$ cat src/sv/ubx_nav_frame_parser_assert.svh
// Assertion macros for the UBX frame parser.
`ifndef UBX_NAV_FRAME_PARSER_ASSERT_SVH
`define UBX_NAV_FRAME_PARSER_ASSERT_SVH
`ifndef SYNTHESIS
`define UNFP_ASSERT_IMP(lbl, ante, cons) \
  lbl: assert property (@(posedge clk) disable iff (!rst_n) (ante) |-> (cons)) \
    else $error("UBX parser assertion failed");
`define UNFP_ASSERT_NXT(lbl, ante, cons) \
  lbl: assert property (@(posedge clk) disable iff (!rst_n) (ante) |=> (cons)) \
    else $error("UBX parser assertion failed");
`else
`define UNFP_ASSERT_IMP(lbl, ante, cons)
`define UNFP_ASSERT_NXT(lbl, ante, cons)
`endif
`endif

$ cat src/sv/ubxnav_pkg.sv
package ubxnav_pkg;

  localparam logic [7:0] SYNC_FIRST  = 8'hB5;
  localparam logic [7:0] SYNC_SECOND = 8'h62;
  localparam logic [7:0] NAV_CLASS   = 8'h01;

  localparam int FLAG_DOP = 0;
  localparam int FLAG_POS = 1;
  localparam int FLAG_SOL = 2;
  localparam int FLAG_VEL = 3;

  localparam int OFS_LON     = 4;
  localparam int OFS_LAT     = 8;
  localparam int OFS_HDOP    = 12;
  localparam int OFS_SPEED   = 20;
  localparam int OFS_HEADING = 24;
  localparam int OFS_SATS    = 47;

  localparam logic [15:0] MIN_LEN_POS = 16'd12;
  localparam logic [15:0] MIN_LEN_DOP = 16'd14;
  localparam logic [15:0] MIN_LEN_SOL = 16'd48;
  localparam logic [15:0] MIN_LEN_VEL = 16'd28;

  typedef enum logic [1:0] {
    CFG_POSLLH = 2'd0,
    CFG_DOP    = 2'd1,
    CFG_SOL    = 2'd2,
    CFG_VELNED = 2'd3
  } cfg_index_t;

  typedef enum logic [2:0] {
    ST_BAD_CHECKSUM = 3'd0,
    ST_POSITION     = 3'd1,
    ST_DOP          = 3'd2,
    ST_SOLUTION     = 3'd3,
    ST_VELOCITY     = 3'd4,
    ST_OTHER        = 3'd5,
    ST_TOO_SHORT    = 3'd6
  } status_t;

  typedef struct packed {
    logic [7:0] posllh_id;
    logic [7:0] dop_id;
    logic [7:0] sol_id;
    logic [7:0] velned_id;
  } msg_ids_t;

  typedef struct packed {
    logic        done;
    logic        chk_ok;
    logic [7:0]  cls;
    logic [7:0]  id;
    logic [15:0] len;
    logic [31:0] lon;
    logic [31:0] lat;
    logic [15:0] hdop;
    logic [7:0]  sats;
    logic [31:0] speed;
    logic [31:0] heading;
  } frame_t;

  typedef struct packed {
    status_t     status;
    logic [31:0] lon;
    logic [31:0] lat;
    logic [15:0] hdop;
    logic [7:0]  sats;
    logic [31:0] speed;
    logic [31:0] heading;
    logic [3:0]  flags;
    logic        any;
  } result_t;

endpackage

$ cat src/sv/ubxnav_framer.sv
module ubxnav_framer
  import ubxnav_pkg::*;
#(
  parameter int PAYLOAD_DEPTH = 64
) (
  input  logic       clk,
  input  logic       rst_n,
  input  logic       byte_en,
  input  logic [7:0] rx_byte,
  output frame_t     frame
);

  localparam int          IDX_W     = $clog2(PAYLOAD_DEPTH + 1);
  localparam logic [15:0] DEPTH_LEN = 16'(PAYLOAD_DEPTH);

  typedef enum logic [3:0] {
    PH_SYNC1   = 4'd0,
    PH_SYNC2   = 4'd1,
    PH_CLASS   = 4'd2,
    PH_ID      = 4'd3,
    PH_LEN_LO  = 4'd4,
    PH_LEN_HI  = 4'd5,
    PH_PAYLOAD = 4'd6,
    PH_CHK_A   = 4'd7,
    PH_CHK_B   = 4'd8
  } phase_t;

  phase_t             phase_r, phase_nxt;
  logic [7:0]         sum_a_r, sum_a_nxt;
  logic [7:0]         sum_b_r, sum_b_nxt;
  logic [7:0]         cls_r, cls_nxt;
  logic [7:0]         id_r, id_nxt;
  logic [15:0]        len_r, len_nxt;
  logic [IDX_W-1:0]   idx_r, idx_nxt;
  logic [7:0]         chk_a_r, chk_a_nxt;
  logic [31:0]        lon_r, lon_nxt;
  logic [31:0]        lat_r, lat_nxt;
  logic [15:0]        hdop_r, hdop_nxt;
  logic [7:0]         sats_r, sats_nxt;
  logic [31:0]        speed_r, speed_nxt;
  logic [31:0]        heading_r, heading_nxt;
  logic [7:0]         add_a;
  logic [7:0]         add_b;
  logic [15:0]        len_full;

  always_comb begin
    phase_nxt   = phase_r;
    sum_a_nxt   = sum_a_r;
    sum_b_nxt   = sum_b_r;
    cls_nxt     = cls_r;
    id_nxt      = id_r;
    len_nxt     = len_r;
    idx_nxt     = idx_r;
    chk_a_nxt   = chk_a_r;
    lon_nxt     = lon_r;
    lat_nxt     = lat_r;
    hdop_nxt    = hdop_r;
    sats_nxt    = sats_r;
    speed_nxt   = speed_r;
    heading_nxt = heading_r;
    add_a       = sum_a_r + rx_byte;
    add_b       = sum_b_r + add_a;
    len_full    = {rx_byte, len_r[7:0]};

    frame.done    = 1'b0;
    frame.chk_ok  = (sum_a_r == chk_a_r) && (sum_b_r == rx_byte);
    frame.cls     = cls_r;
    frame.id      = id_r;
    frame.len     = len_r;
    frame.lon     = lon_r;
    frame.lat     = lat_r;
    frame.hdop    = hdop_r;
    frame.sats    = sats_r;
    frame.speed   = speed_r;
    frame.heading = heading_r;

    if (byte_en) begin
      case (phase_r)
        PH_SYNC1: begin
          sum_a_nxt = '0;
          sum_b_nxt = '0;
          if (rx_byte == SYNC_FIRST) begin
            phase_nxt = PH_SYNC2;
          end
        end
        PH_SYNC2: begin
          phase_nxt = (rx_byte == SYNC_SECOND) ? PH_CLASS : PH_SYNC1;
        end
        PH_CLASS: begin
          cls_nxt   = rx_byte;
          sum_a_nxt = add_a;
          sum_b_nxt = add_b;
          phase_nxt = PH_ID;
        end
        PH_ID: begin
          id_nxt    = rx_byte;
          sum_a_nxt = add_a;
          sum_b_nxt = add_b;
          phase_nxt = PH_LEN_LO;
        end
        PH_LEN_LO: begin
          len_nxt   = {8'h00, rx_byte};
          sum_a_nxt = add_a;
          sum_b_nxt = add_b;
          phase_nxt = PH_LEN_HI;
        end
        PH_LEN_HI: begin
          len_nxt   = len_full;
          sum_a_nxt = add_a;
          sum_b_nxt = add_b;
          idx_nxt   = '0;
          if (len_full > DEPTH_LEN) begin
            phase_nxt = PH_SYNC1;
          end else if (len_full == 16'd0) begin
            phase_nxt = PH_CHK_A;
          end else begin
            phase_nxt = PH_PAYLOAD;
          end
        end
        PH_PAYLOAD: begin
          sum_a_nxt = add_a;
          sum_b_nxt = add_b;
          idx_nxt   = idx_r + 1'b1;
          if (idx_r >= IDX_W'(OFS_LON) && idx_r < IDX_W'(OFS_LON + 4)) begin
            lon_nxt[{idx_r[1:0], 3'b000} +: 8] = rx_byte;
          end
          if (idx_r >= IDX_W'(OFS_LAT) && idx_r < IDX_W'(OFS_LAT + 4)) begin
            lat_nxt[{idx_r[1:0], 3'b000} +: 8] = rx_byte;
          end
          if (idx_r >= IDX_W'(OFS_HDOP) && idx_r < IDX_W'(OFS_HDOP + 2)) begin
            hdop_nxt[{idx_r[0], 3'b000} +: 8] = rx_byte;
          end
          if (idx_r >= IDX_W'(OFS_SPEED) && idx_r < IDX_W'(OFS_SPEED + 4)) begin
            speed_nxt[{idx_r[1:0], 3'b000} +: 8] = rx_byte;
          end
          if (idx_r >= IDX_W'(OFS_HEADING) && idx_r < IDX_W'(OFS_HEADING + 4)) begin
            heading_nxt[{idx_r[1:0], 3'b000} +: 8] = rx_byte;
          end
          if (idx_r == IDX_W'(OFS_SATS)) begin
            sats_nxt = rx_byte;
          end
          if (16'(idx_nxt) >= len_r) begin
            phase_nxt = PH_CHK_A;
          end
        end
        PH_CHK_A: begin
          chk_a_nxt = rx_byte;
          phase_nxt = PH_CHK_B;
        end
        PH_CHK_B: begin
          frame.done = 1'b1;
          phase_nxt  = PH_SYNC1;
        end
        default: begin
          phase_nxt = PH_SYNC1;
        end
      endcase
    end
  end

  always_ff @(posedge clk) begin
    if (!rst_n) begin
      phase_r <= PH_SYNC1;
      sum_a_r <= '0;
      sum_b_r <= '0;
      cls_r   <= '0;
      id_r    <= '0;
      len_r   <= '0;
      idx_r   <= '0;
      chk_a_r <= '0;
    end else begin
      phase_r <= phase_nxt;
      sum_a_r <= sum_a_nxt;
      sum_b_r <= sum_b_nxt;
      cls_r   <= cls_nxt;
      id_r    <= id_nxt;
      len_r   <= len_nxt;
      idx_r   <= idx_nxt;
      chk_a_r <= chk_a_nxt;
    end
  end

  always_ff @(posedge clk) begin
    lon_r     <= lon_nxt;
    lat_r     <= lat_nxt;
    hdop_r    <= hdop_nxt;
    sats_r    <= sats_nxt;
    speed_r   <= speed_nxt;
    heading_r <= heading_nxt;
  end

endmodule

$ cat src/sv/ubxnav_latch.sv
module ubxnav_latch
  import ubxnav_pkg::*;
(
  input  logic     clk,
  input  logic     rst_n,
  input  logic     clr_en,
  input  frame_t   frame,
  input  msg_ids_t ids,
  input  logic     out_take,
  output logic     out_valid,
  output result_t  result
);

  logic        out_valid_r, out_valid_nxt;
  result_t     result_r, result_nxt;
  logic [31:0] lon_r, lon_nxt;
  logic [31:0] lat_r, lat_nxt;
  logic [15:0] hdop_r, hdop_nxt;
  logic [7:0]  sats_r, sats_nxt;
  logic [31:0] speed_r, speed_nxt;
  logic [31:0] heading_r, heading_nxt;
  logic [3:0]  avail_r, avail_nxt;
  status_t     status;

  always_comb begin
    lon_nxt     = lon_r;
    lat_nxt     = lat_r;
    hdop_nxt    = hdop_r;
    sats_nxt    = sats_r;
    speed_nxt   = speed_r;
    heading_nxt = heading_r;
    avail_nxt   = avail_r;
    status      = ST_BAD_CHECKSUM;

    if (clr_en) begin
      avail_nxt = '0;
    end

    if (frame.done && frame.chk_ok) begin
      if (frame.cls != NAV_CLASS) begin
        status = ST_OTHER;
      end else if (frame.id == ids.posllh_id) begin
        if (frame.len < MIN_LEN_POS) begin
          status = ST_TOO_SHORT;
        end else begin
          status              = ST_POSITION;
          lon_nxt             = frame.lon;
          lat_nxt             = frame.lat;
          avail_nxt[FLAG_POS] = 1'b1;
        end
      end else if (frame.id == ids.dop_id) begin
        if (frame.len < MIN_LEN_DOP) begin
          status = ST_TOO_SHORT;
        end else begin
          status              = ST_DOP;
          hdop_nxt            = frame.hdop;
          avail_nxt[FLAG_DOP] = 1'b1;
        end
      end else if (frame.id == ids.sol_id) begin
        if (frame.len < MIN_LEN_SOL) begin
          status = ST_TOO_SHORT;
        end else begin
          status              = ST_SOLUTION;
          sats_nxt            = frame.sats;
          avail_nxt[FLAG_SOL] = 1'b1;
        end
      end else if (frame.id == ids.velned_id) begin
        if (frame.len < MIN_LEN_VEL) begin
          status = ST_TOO_SHORT;
        end else begin
          status              = ST_VELOCITY;
          speed_nxt           = frame.speed;
          heading_nxt         = frame.heading;
          avail_nxt[FLAG_VEL] = 1'b1;
        end
      end else begin
        status = ST_OTHER;
      end
    end

    out_valid_nxt = frame.done | (out_valid_r & ~out_take);
    result_nxt    = result_r;
    if (frame.done) begin
      result_nxt.status  = status;
      result_nxt.lon     = lon_nxt;
      result_nxt.lat     = lat_nxt;
      result_nxt.hdop    = hdop_nxt;
      result_nxt.sats    = sats_nxt;
      result_nxt.speed   = speed_nxt;
      result_nxt.heading = heading_nxt;
      result_nxt.flags   = avail_nxt;
      result_nxt.any     = |avail_nxt;
    end
  end

  always_ff @(posedge clk) begin
    if (!rst_n) begin
      out_valid_r <= 1'b0;
      lon_r       <= '0;
      lat_r       <= '0;
      hdop_r      <= '0;
      sats_r      <= '0;
      speed_r     <= '0;
      heading_r   <= '0;
      avail_r     <= '0;
    end else begin
      out_valid_r <= out_valid_nxt;
      lon_r       <= lon_nxt;
      lat_r       <= lat_nxt;
      hdop_r      <= hdop_nxt;
      sats_r      <= sats_nxt;
      speed_r     <= speed_nxt;
      heading_r   <= heading_nxt;
      avail_r     <= avail_nxt;
    end
  end

  always_ff @(posedge clk) begin
    result_r <= result_nxt;
  end

  assign out_valid = out_valid_r;
  assign result    = result_r;

endmodule

$ cat src/sv/ubx_nav_frame_parser.sv
// UBX navigation frame parser. One request is taken per clock: either a received
// byte or a request to clear the available flags. Every byte moves the frame state
// by one step, so a request can be accepted in every cycle; the only thing that
// holds the input back is a status result that is still waiting at the output.
// The status for a frame appears in the cycle after its second checksum byte is
// accepted and carries a snapshot of all held navigation values and flags.
// Frames longer than PAYLOAD_DEPTH are dropped without a status. Message ids
// may be reconfigured only while the parser is idle.
module ubx_nav_frame_parser
  import ubxnav_pkg::*;
#(
  parameter int PAYLOAD_DEPTH = 64
) (
  input  logic               clk,
  input  logic               rst_n,
  input  logic               in_valid,
  output logic               in_stall,
  input  logic               in_req_type,
  input  logic [7:0]         in_rx_byte,
  output logic               out_valid,
  input  logic               out_stall,
  output logic [2:0]         out_frame_status,
  output logic signed [31:0] out_longitude,
  output logic signed [31:0] out_latitude,
  output logic [15:0]        out_hdop,
  output logic [7:0]         out_sats_used,
  output logic [31:0]        out_ground_speed,
  output logic signed [31:0] out_heading,
  output logic [3:0]         out_available_flags,
  output logic               out_any_available,
  input  logic               cfg_valid,
  output logic               cfg_ready,
  input  logic [1:0]         cfg_index,
  input  logic [7:0]         cfg_data
);

`include "ubx_nav_frame_parser_assert.svh"

  msg_ids_t ids_r, ids_nxt;
  frame_t   frame;
  result_t  result;
  logic     in_take;
  logic     out_take;

  assign cfg_ready = 1'b1;
  assign in_stall  = out_valid & out_stall;
  assign in_take   = in_valid & ~in_stall;
  assign out_take  = out_valid & ~out_stall;

  always_comb begin
    ids_nxt = ids_r;
    if (cfg_valid) begin
      case (cfg_index)
        CFG_POSLLH: ids_nxt.posllh_id = cfg_data;
        CFG_DOP:    ids_nxt.dop_id    = cfg_data;
        CFG_SOL:    ids_nxt.sol_id    = cfg_data;
        CFG_VELNED: ids_nxt.velned_id = cfg_data;
        default:    ids_nxt           = ids_r;
      endcase
    end
  end

  always_ff @(posedge clk) begin
    if (!rst_n) begin
      ids_r.posllh_id <= 8'd2;
      ids_r.dop_id    <= 8'd4;
      ids_r.sol_id    <= 8'd6;
      ids_r.velned_id <= 8'd18;
    end else begin
      ids_r <= ids_nxt;
    end
  end

  ubxnav_framer #(
    .PAYLOAD_DEPTH(PAYLOAD_DEPTH)
  ) u_framer (
    .clk    (clk),
    .rst_n  (rst_n),
    .byte_en(in_take & ~in_req_type),
    .rx_byte(in_rx_byte),
    .frame  (frame)
  );

  ubxnav_latch u_latch (
    .clk      (clk),
    .rst_n    (rst_n),
    .clr_en   (in_take & in_req_type),
    .frame    (frame),
    .ids      (ids_r),
    .out_take (out_take),
    .out_valid(out_valid),
    .result   (result)
  );

  assign out_frame_status    = result.status;
  assign out_longitude       = $signed(result.lon);
  assign out_latitude        = $signed(result.lat);
  assign out_hdop            = result.hdop;
  assign out_sats_used       = result.sats;
  assign out_ground_speed    = result.speed;
  assign out_heading         = $signed(result.heading);
  assign out_available_flags = result.flags;
  assign out_any_available   = result.any;

  `UNFP_ASSERT_IMP(a_stall_only_when_full, in_stall, out_valid)
  `UNFP_ASSERT_IMP(a_pos_sets_flag, out_valid && out_frame_status == ST_POSITION,
                   out_available_flags[FLAG_POS])
  `UNFP_ASSERT_IMP(a_vel_sets_flag, out_valid && out_frame_status == ST_VELOCITY,
                   out_available_flags[FLAG_VEL])
  `UNFP_ASSERT_NXT(a_clear_gives_no_result, in_take && in_req_type && !out_valid,
                   !out_valid)

endmodule

$ cat config.mk
export PLATFORM = sky130hd
export DESIGN_NAME = ubx_nav_frame_parser
export DESIGN_NICKNAME = d
export VERILOG_FILES = /design/src/sv/ubxnav_pkg.sv /design/src/sv/ubxnav_framer.sv /design/src/sv/ubxnav_latch.sv /design/src/sv/ubx_nav_frame_parser.sv
export VERILOG_INCLUDE_DIRS = /design/src /design/src/sv
export SDC_FILE = /design/constraint.sdc
export NUM_CORES = 1
export LEC_CHECK = 0
export ABC_AREA = 1
export BUFFER_PORTS_ARGS = -buffer_cell sky130_fd_sc_hd__buf_4
export CORE_UTILIZATION = 55
export DETAILED_ROUTE_END_ITERATION = 8
export PLACE_DENSITY = 0.76
export SETUP_SLACK_MARGIN = 0.1
export SYNTH_ARGS = -nofsm -noshare
export SYNTH_HDL_FRONTEND = slang
export SYNTH_HIERARCHICAL = 1
export SYNTH_SLANG_ARGS = --single-unit
export TNS_END_PERCENT = 10
$ cat constraint.sdc
create_clock -name clk -period 23.8 [get_ports clk]
set_input_delay 1.19 -clock clk [delete_from_list [all_inputs] [get_ports clk]]
set_output_delay 1.19 -clock clk [all_outputs]
set_load 0.05 [all_outputs]
==> reports/results.txt <==
Worst Path Arrival - 4530 ps
Post-cts gate resize count - 0
Multi-input logic area - 6450 um^2
Die area - 43,000 um^2
Drt total wl - 50,900 um
Pwr dens - 72.4 nW/um^2
Crit path to - u_latch/result[94]$_DFFE_PP_
Die W - 207 um
Worst-Margin Slew - 1170 ps
Nets@finish - 2,653
CTS tree - yes
Yosys top cell by area - edfxtp_1
DRC viols - 0
Post-synthesis cell count - 2,444
Cell Area, Synth - 23,200 um^2
Register Area - 14,500 um^2
Clk Latency, worst-skew pair - 600 ps
H-tree levels - 2
Proportion of power drawn by combinational gates - 2.2%
Global-route wire length before repair - 81,300 um
Largest net degree at the start of global routing - 88
CP startpoint - out_stall
Reg2reg setup slack - 19,970 ps
Period utilization - 17.6%
# Post-CTS Setup Buffers - 0
Syn Area/Cell - 9.49 um^2
Post-synth net total - 2,497
Hold crit path type - flop to flop
Max-cap violations - 0
Fin Clk Skew - 15.9 ps
Diode count - 0
TritonCTS buffer count - 54
Max VDD drop - 49.4 uV
Seq pwr share - 53.4%
Largest cells by area after synthesis - edfxtp_1 (40%), dfxtp_1 (22%), nand2_1 (8.2%)
Total gr overflow - 0
Via density - 5.07
Via count - 16,100
Placed Instance Area - 24,900 um^2
1st-pass router iterations - 5
Clk slew on worst S/H paths - 60 ps
Fin. Hold Viols - 0
Die Span Y - 207 um
Clock tree sinks - 568
R2R Path Start - u_latch/out_valid$_SDFF_PN0_
Clk pwr share - 44.4%
Global Route Usage Sum - 23.8%
Status - finished, final reports clean
Synth top area share - 40.4%
Starting Density - 56.3%
Post-synth cell types - 43
WL per Instance - 16.0 um
Int Pwr - 1.54 mW
Slew HR - 21.8%
Critical path type - input pin to flop
Hold-fix buffers at CTS - 0
Switch Pwr - 394 uW
Worst Path Required - 24,150 ps
Reg2reg path depth - 12
Clock Tree Buf Depth - 3
Fill count - 3,163
Routability congestion estimate - 0.897
IO Count - 187
Setup Viol. Count Final - 0
P_leak - 12.5 nW
Crit path max fanout - 76
Design area - 26,700 um^2
Crit start category - input pin
Initial DRC Count - 1,183
Total power - 1.93 mW
CTS Root Cell - clkbuf_16
Post-route minimum period - 4180 ps
Placed cells - 3,076
Worst Setup End Kind - flop
FP Rows - 74
Initial antenna violation count - 0
Seq cells post-synth - 568
ANT nets after route - 0
Detailed placement HPWL - 34,000 um
Share of post-route cells with drive strength above 1 - 14.9%
Sw Share - 20.4%
Slew Viols, Final - 0
Port Buf Inserts - 185
RSZ-0062 raised after global routing - no
RR Endpoint - u_latch/result[94]$_DFFE_PP_
FMAX - 239 MHz
Layout area overhead - 14.9%
Yosys warnings - 6
Core area - 41,200 um^2
Setup TNS - 0 ps
Non-Filler Instances - 3,178
Seq/Total Area, Yosys - 62.5%
Vias in the first global route - 15,600
==> cell usage after synthesis (all sizes together) <==
library cell and instances:
nand4 14, conb 1, nor4 2, a31oi 2, nor3b 1, or2 3, o22ai 1, o211a 1
xor2 10, o31ai 1, a2111oi 1, nor2 316, o311ai 1, dfxtp 256, o32ai 1, a21oi 89
nand2 524, ha 27, o21ai 112, xnor2 28, edfxtp 312, a211oi 1, nand3b 68, nand3 65
buf 52, nor3 28, inv 480, clkbuf 44, fa 2, a21o 1
==> layer usage <==
| metal | vias up | GRT usage (%) | share of wire [%] |
|---|---|---|---|
| li1 | 7932 | - | - |
| met1 | 7546 | 31.0 | 43 |
| met4 | 0 | 8.21 | 3.0 |
| met5 | - | 0 | 0 |
| met2 | 526 | 40.1 | 48 |
| met3 | 108 | 4.25 | 6.1 |
==> kinds of logic after synthesis <==
group / synth area share [%]
adders and majority gates: 1.63
and+or+nand+nor: 18.7
xor gates and xnor gates: 1.43
buffers and inverters: 9.86
DFF: 62.5
AOI/OAI and AO/OA: 5.91
other: 0.0162
==> worst max-delay path, cell delays in order <==
cell and delay, ps:
buf_4 110, nand2_1 70, nand2_1 80, nor2_1 170, buf_4 290, inv_1 80, nor4_2 250, nand2_1 160
nor2_1 360, nand3_4 630, buf_4 670, o21ai_1 310, inv_1 60
==> worst min path at each step <==
stage	start	endpoint	slack, ps	cells after the start
2_1_floorplan	u_framer/cls_r[1]$_SDFFE_PN0P_	u_framer/cls_r[1]$_SDFFE_PN0P_	430	2
3_3_place_gp	u_framer/chk_a_r[4]$_SDFFE_PN0P_	u_framer/chk_a_r[4]$_SDFFE_PN0P_	450	2
3_5_place_dp	u_framer/chk_a_r[6]$_SDFFE_PN0P_	u_framer/chk_a_r[6]$_SDFFE_PN0P_	450	2
4_1_cts	u_framer/chk_a_r[6]$_SDFFE_PN0P_	u_framer/chk_a_r[6]$_SDFFE_PN0P_	460	2
5_1_grt	u_framer/chk_a_r[6]$_SDFFE_PN0P_	u_framer/chk_a_r[6]$_SDFFE_PN0P_	480	2
6_report	u_framer/chk_a_r[6]$_SDFFE_PN0P_	u_framer/chk_a_r[6]$_SDFFE_PN0P_	460	2
==> state kept, by name (all words and copies together), names as in the netlist, 16 cells and up <==
register and flops:
u_latch/lat_r 32, u_framer/len_r 16, u_framer/lon_r 32, u_framer/lat_r 32
ids_r 32, u_framer/heading_r 32, u_latch/speed_r 32, u_latch/result 160
u_framer/speed_r 32, u_framer/hdop_r 16, u_latch/hdop_r 16, u_latch/lon_r 32
u_latch/heading_r 32
==> cell type report <==
cell class / instances / share of cell area [%]
Clock buffer: 78 / 5.63
Clock inverter: 24 / 1.05
Inverter: 480 / 6.77
Multi-Input combinational cell: 1300 / 24.2
Sequential cell: 568 / 54.4
Tap cell: 532 / 2.50
Timing Repair Buffer: 196 / 5.52
==> cell usage in the layout, fill, tap and decap left out, drive strengths merged, types with 28 or more instances in the layout <==
cell type / synthesis / final
nand3b: 68 / 68
a21oi: 89 / 89
o21ai: 112 / 112
nor3: 28 / 28
nor2: 316 / 316
edfxtp: 312 / 312
clkbuf: 44 / 78
buf: 52 / 196
inv: 480 / 484
nand2: 524 / 524
nand3: 65 / 65
xnor2: 28 / 28
dfxtp: 256 / 256
==> power by group through the flow <==
| stage | Combinational [mW] | Clock [mW] | Sequential [mW] |
|---|---|---|---|
| floorplan | 0.0294 | 0 | 1.05 |
| global placement | 0.0416 | 0 | 1.05 |
| detailed placement | 0.0427 | 0 | 1.05 |
| CTS | 0.0429 | 0.872 | 1.03 |
| global route | 0.0477 | 0.912 | 1.03 |
| finish | 0.0431 | 0.856 | 1.03 |
==> through the flow <==
stage	utilization [%]	hold slack [ps]	setup WS, ps
2_1_floorplan	-	432	3540
3_3_place_gp	60.4	446	19140
3_5_place_dp	60.4	451	19020
4_1_cts	64.7	460	19660
5_1_grt	64.7	480	19390
6_report	64.7	462	19620
No activity file was read; power rests on OpenSTA's default activity.
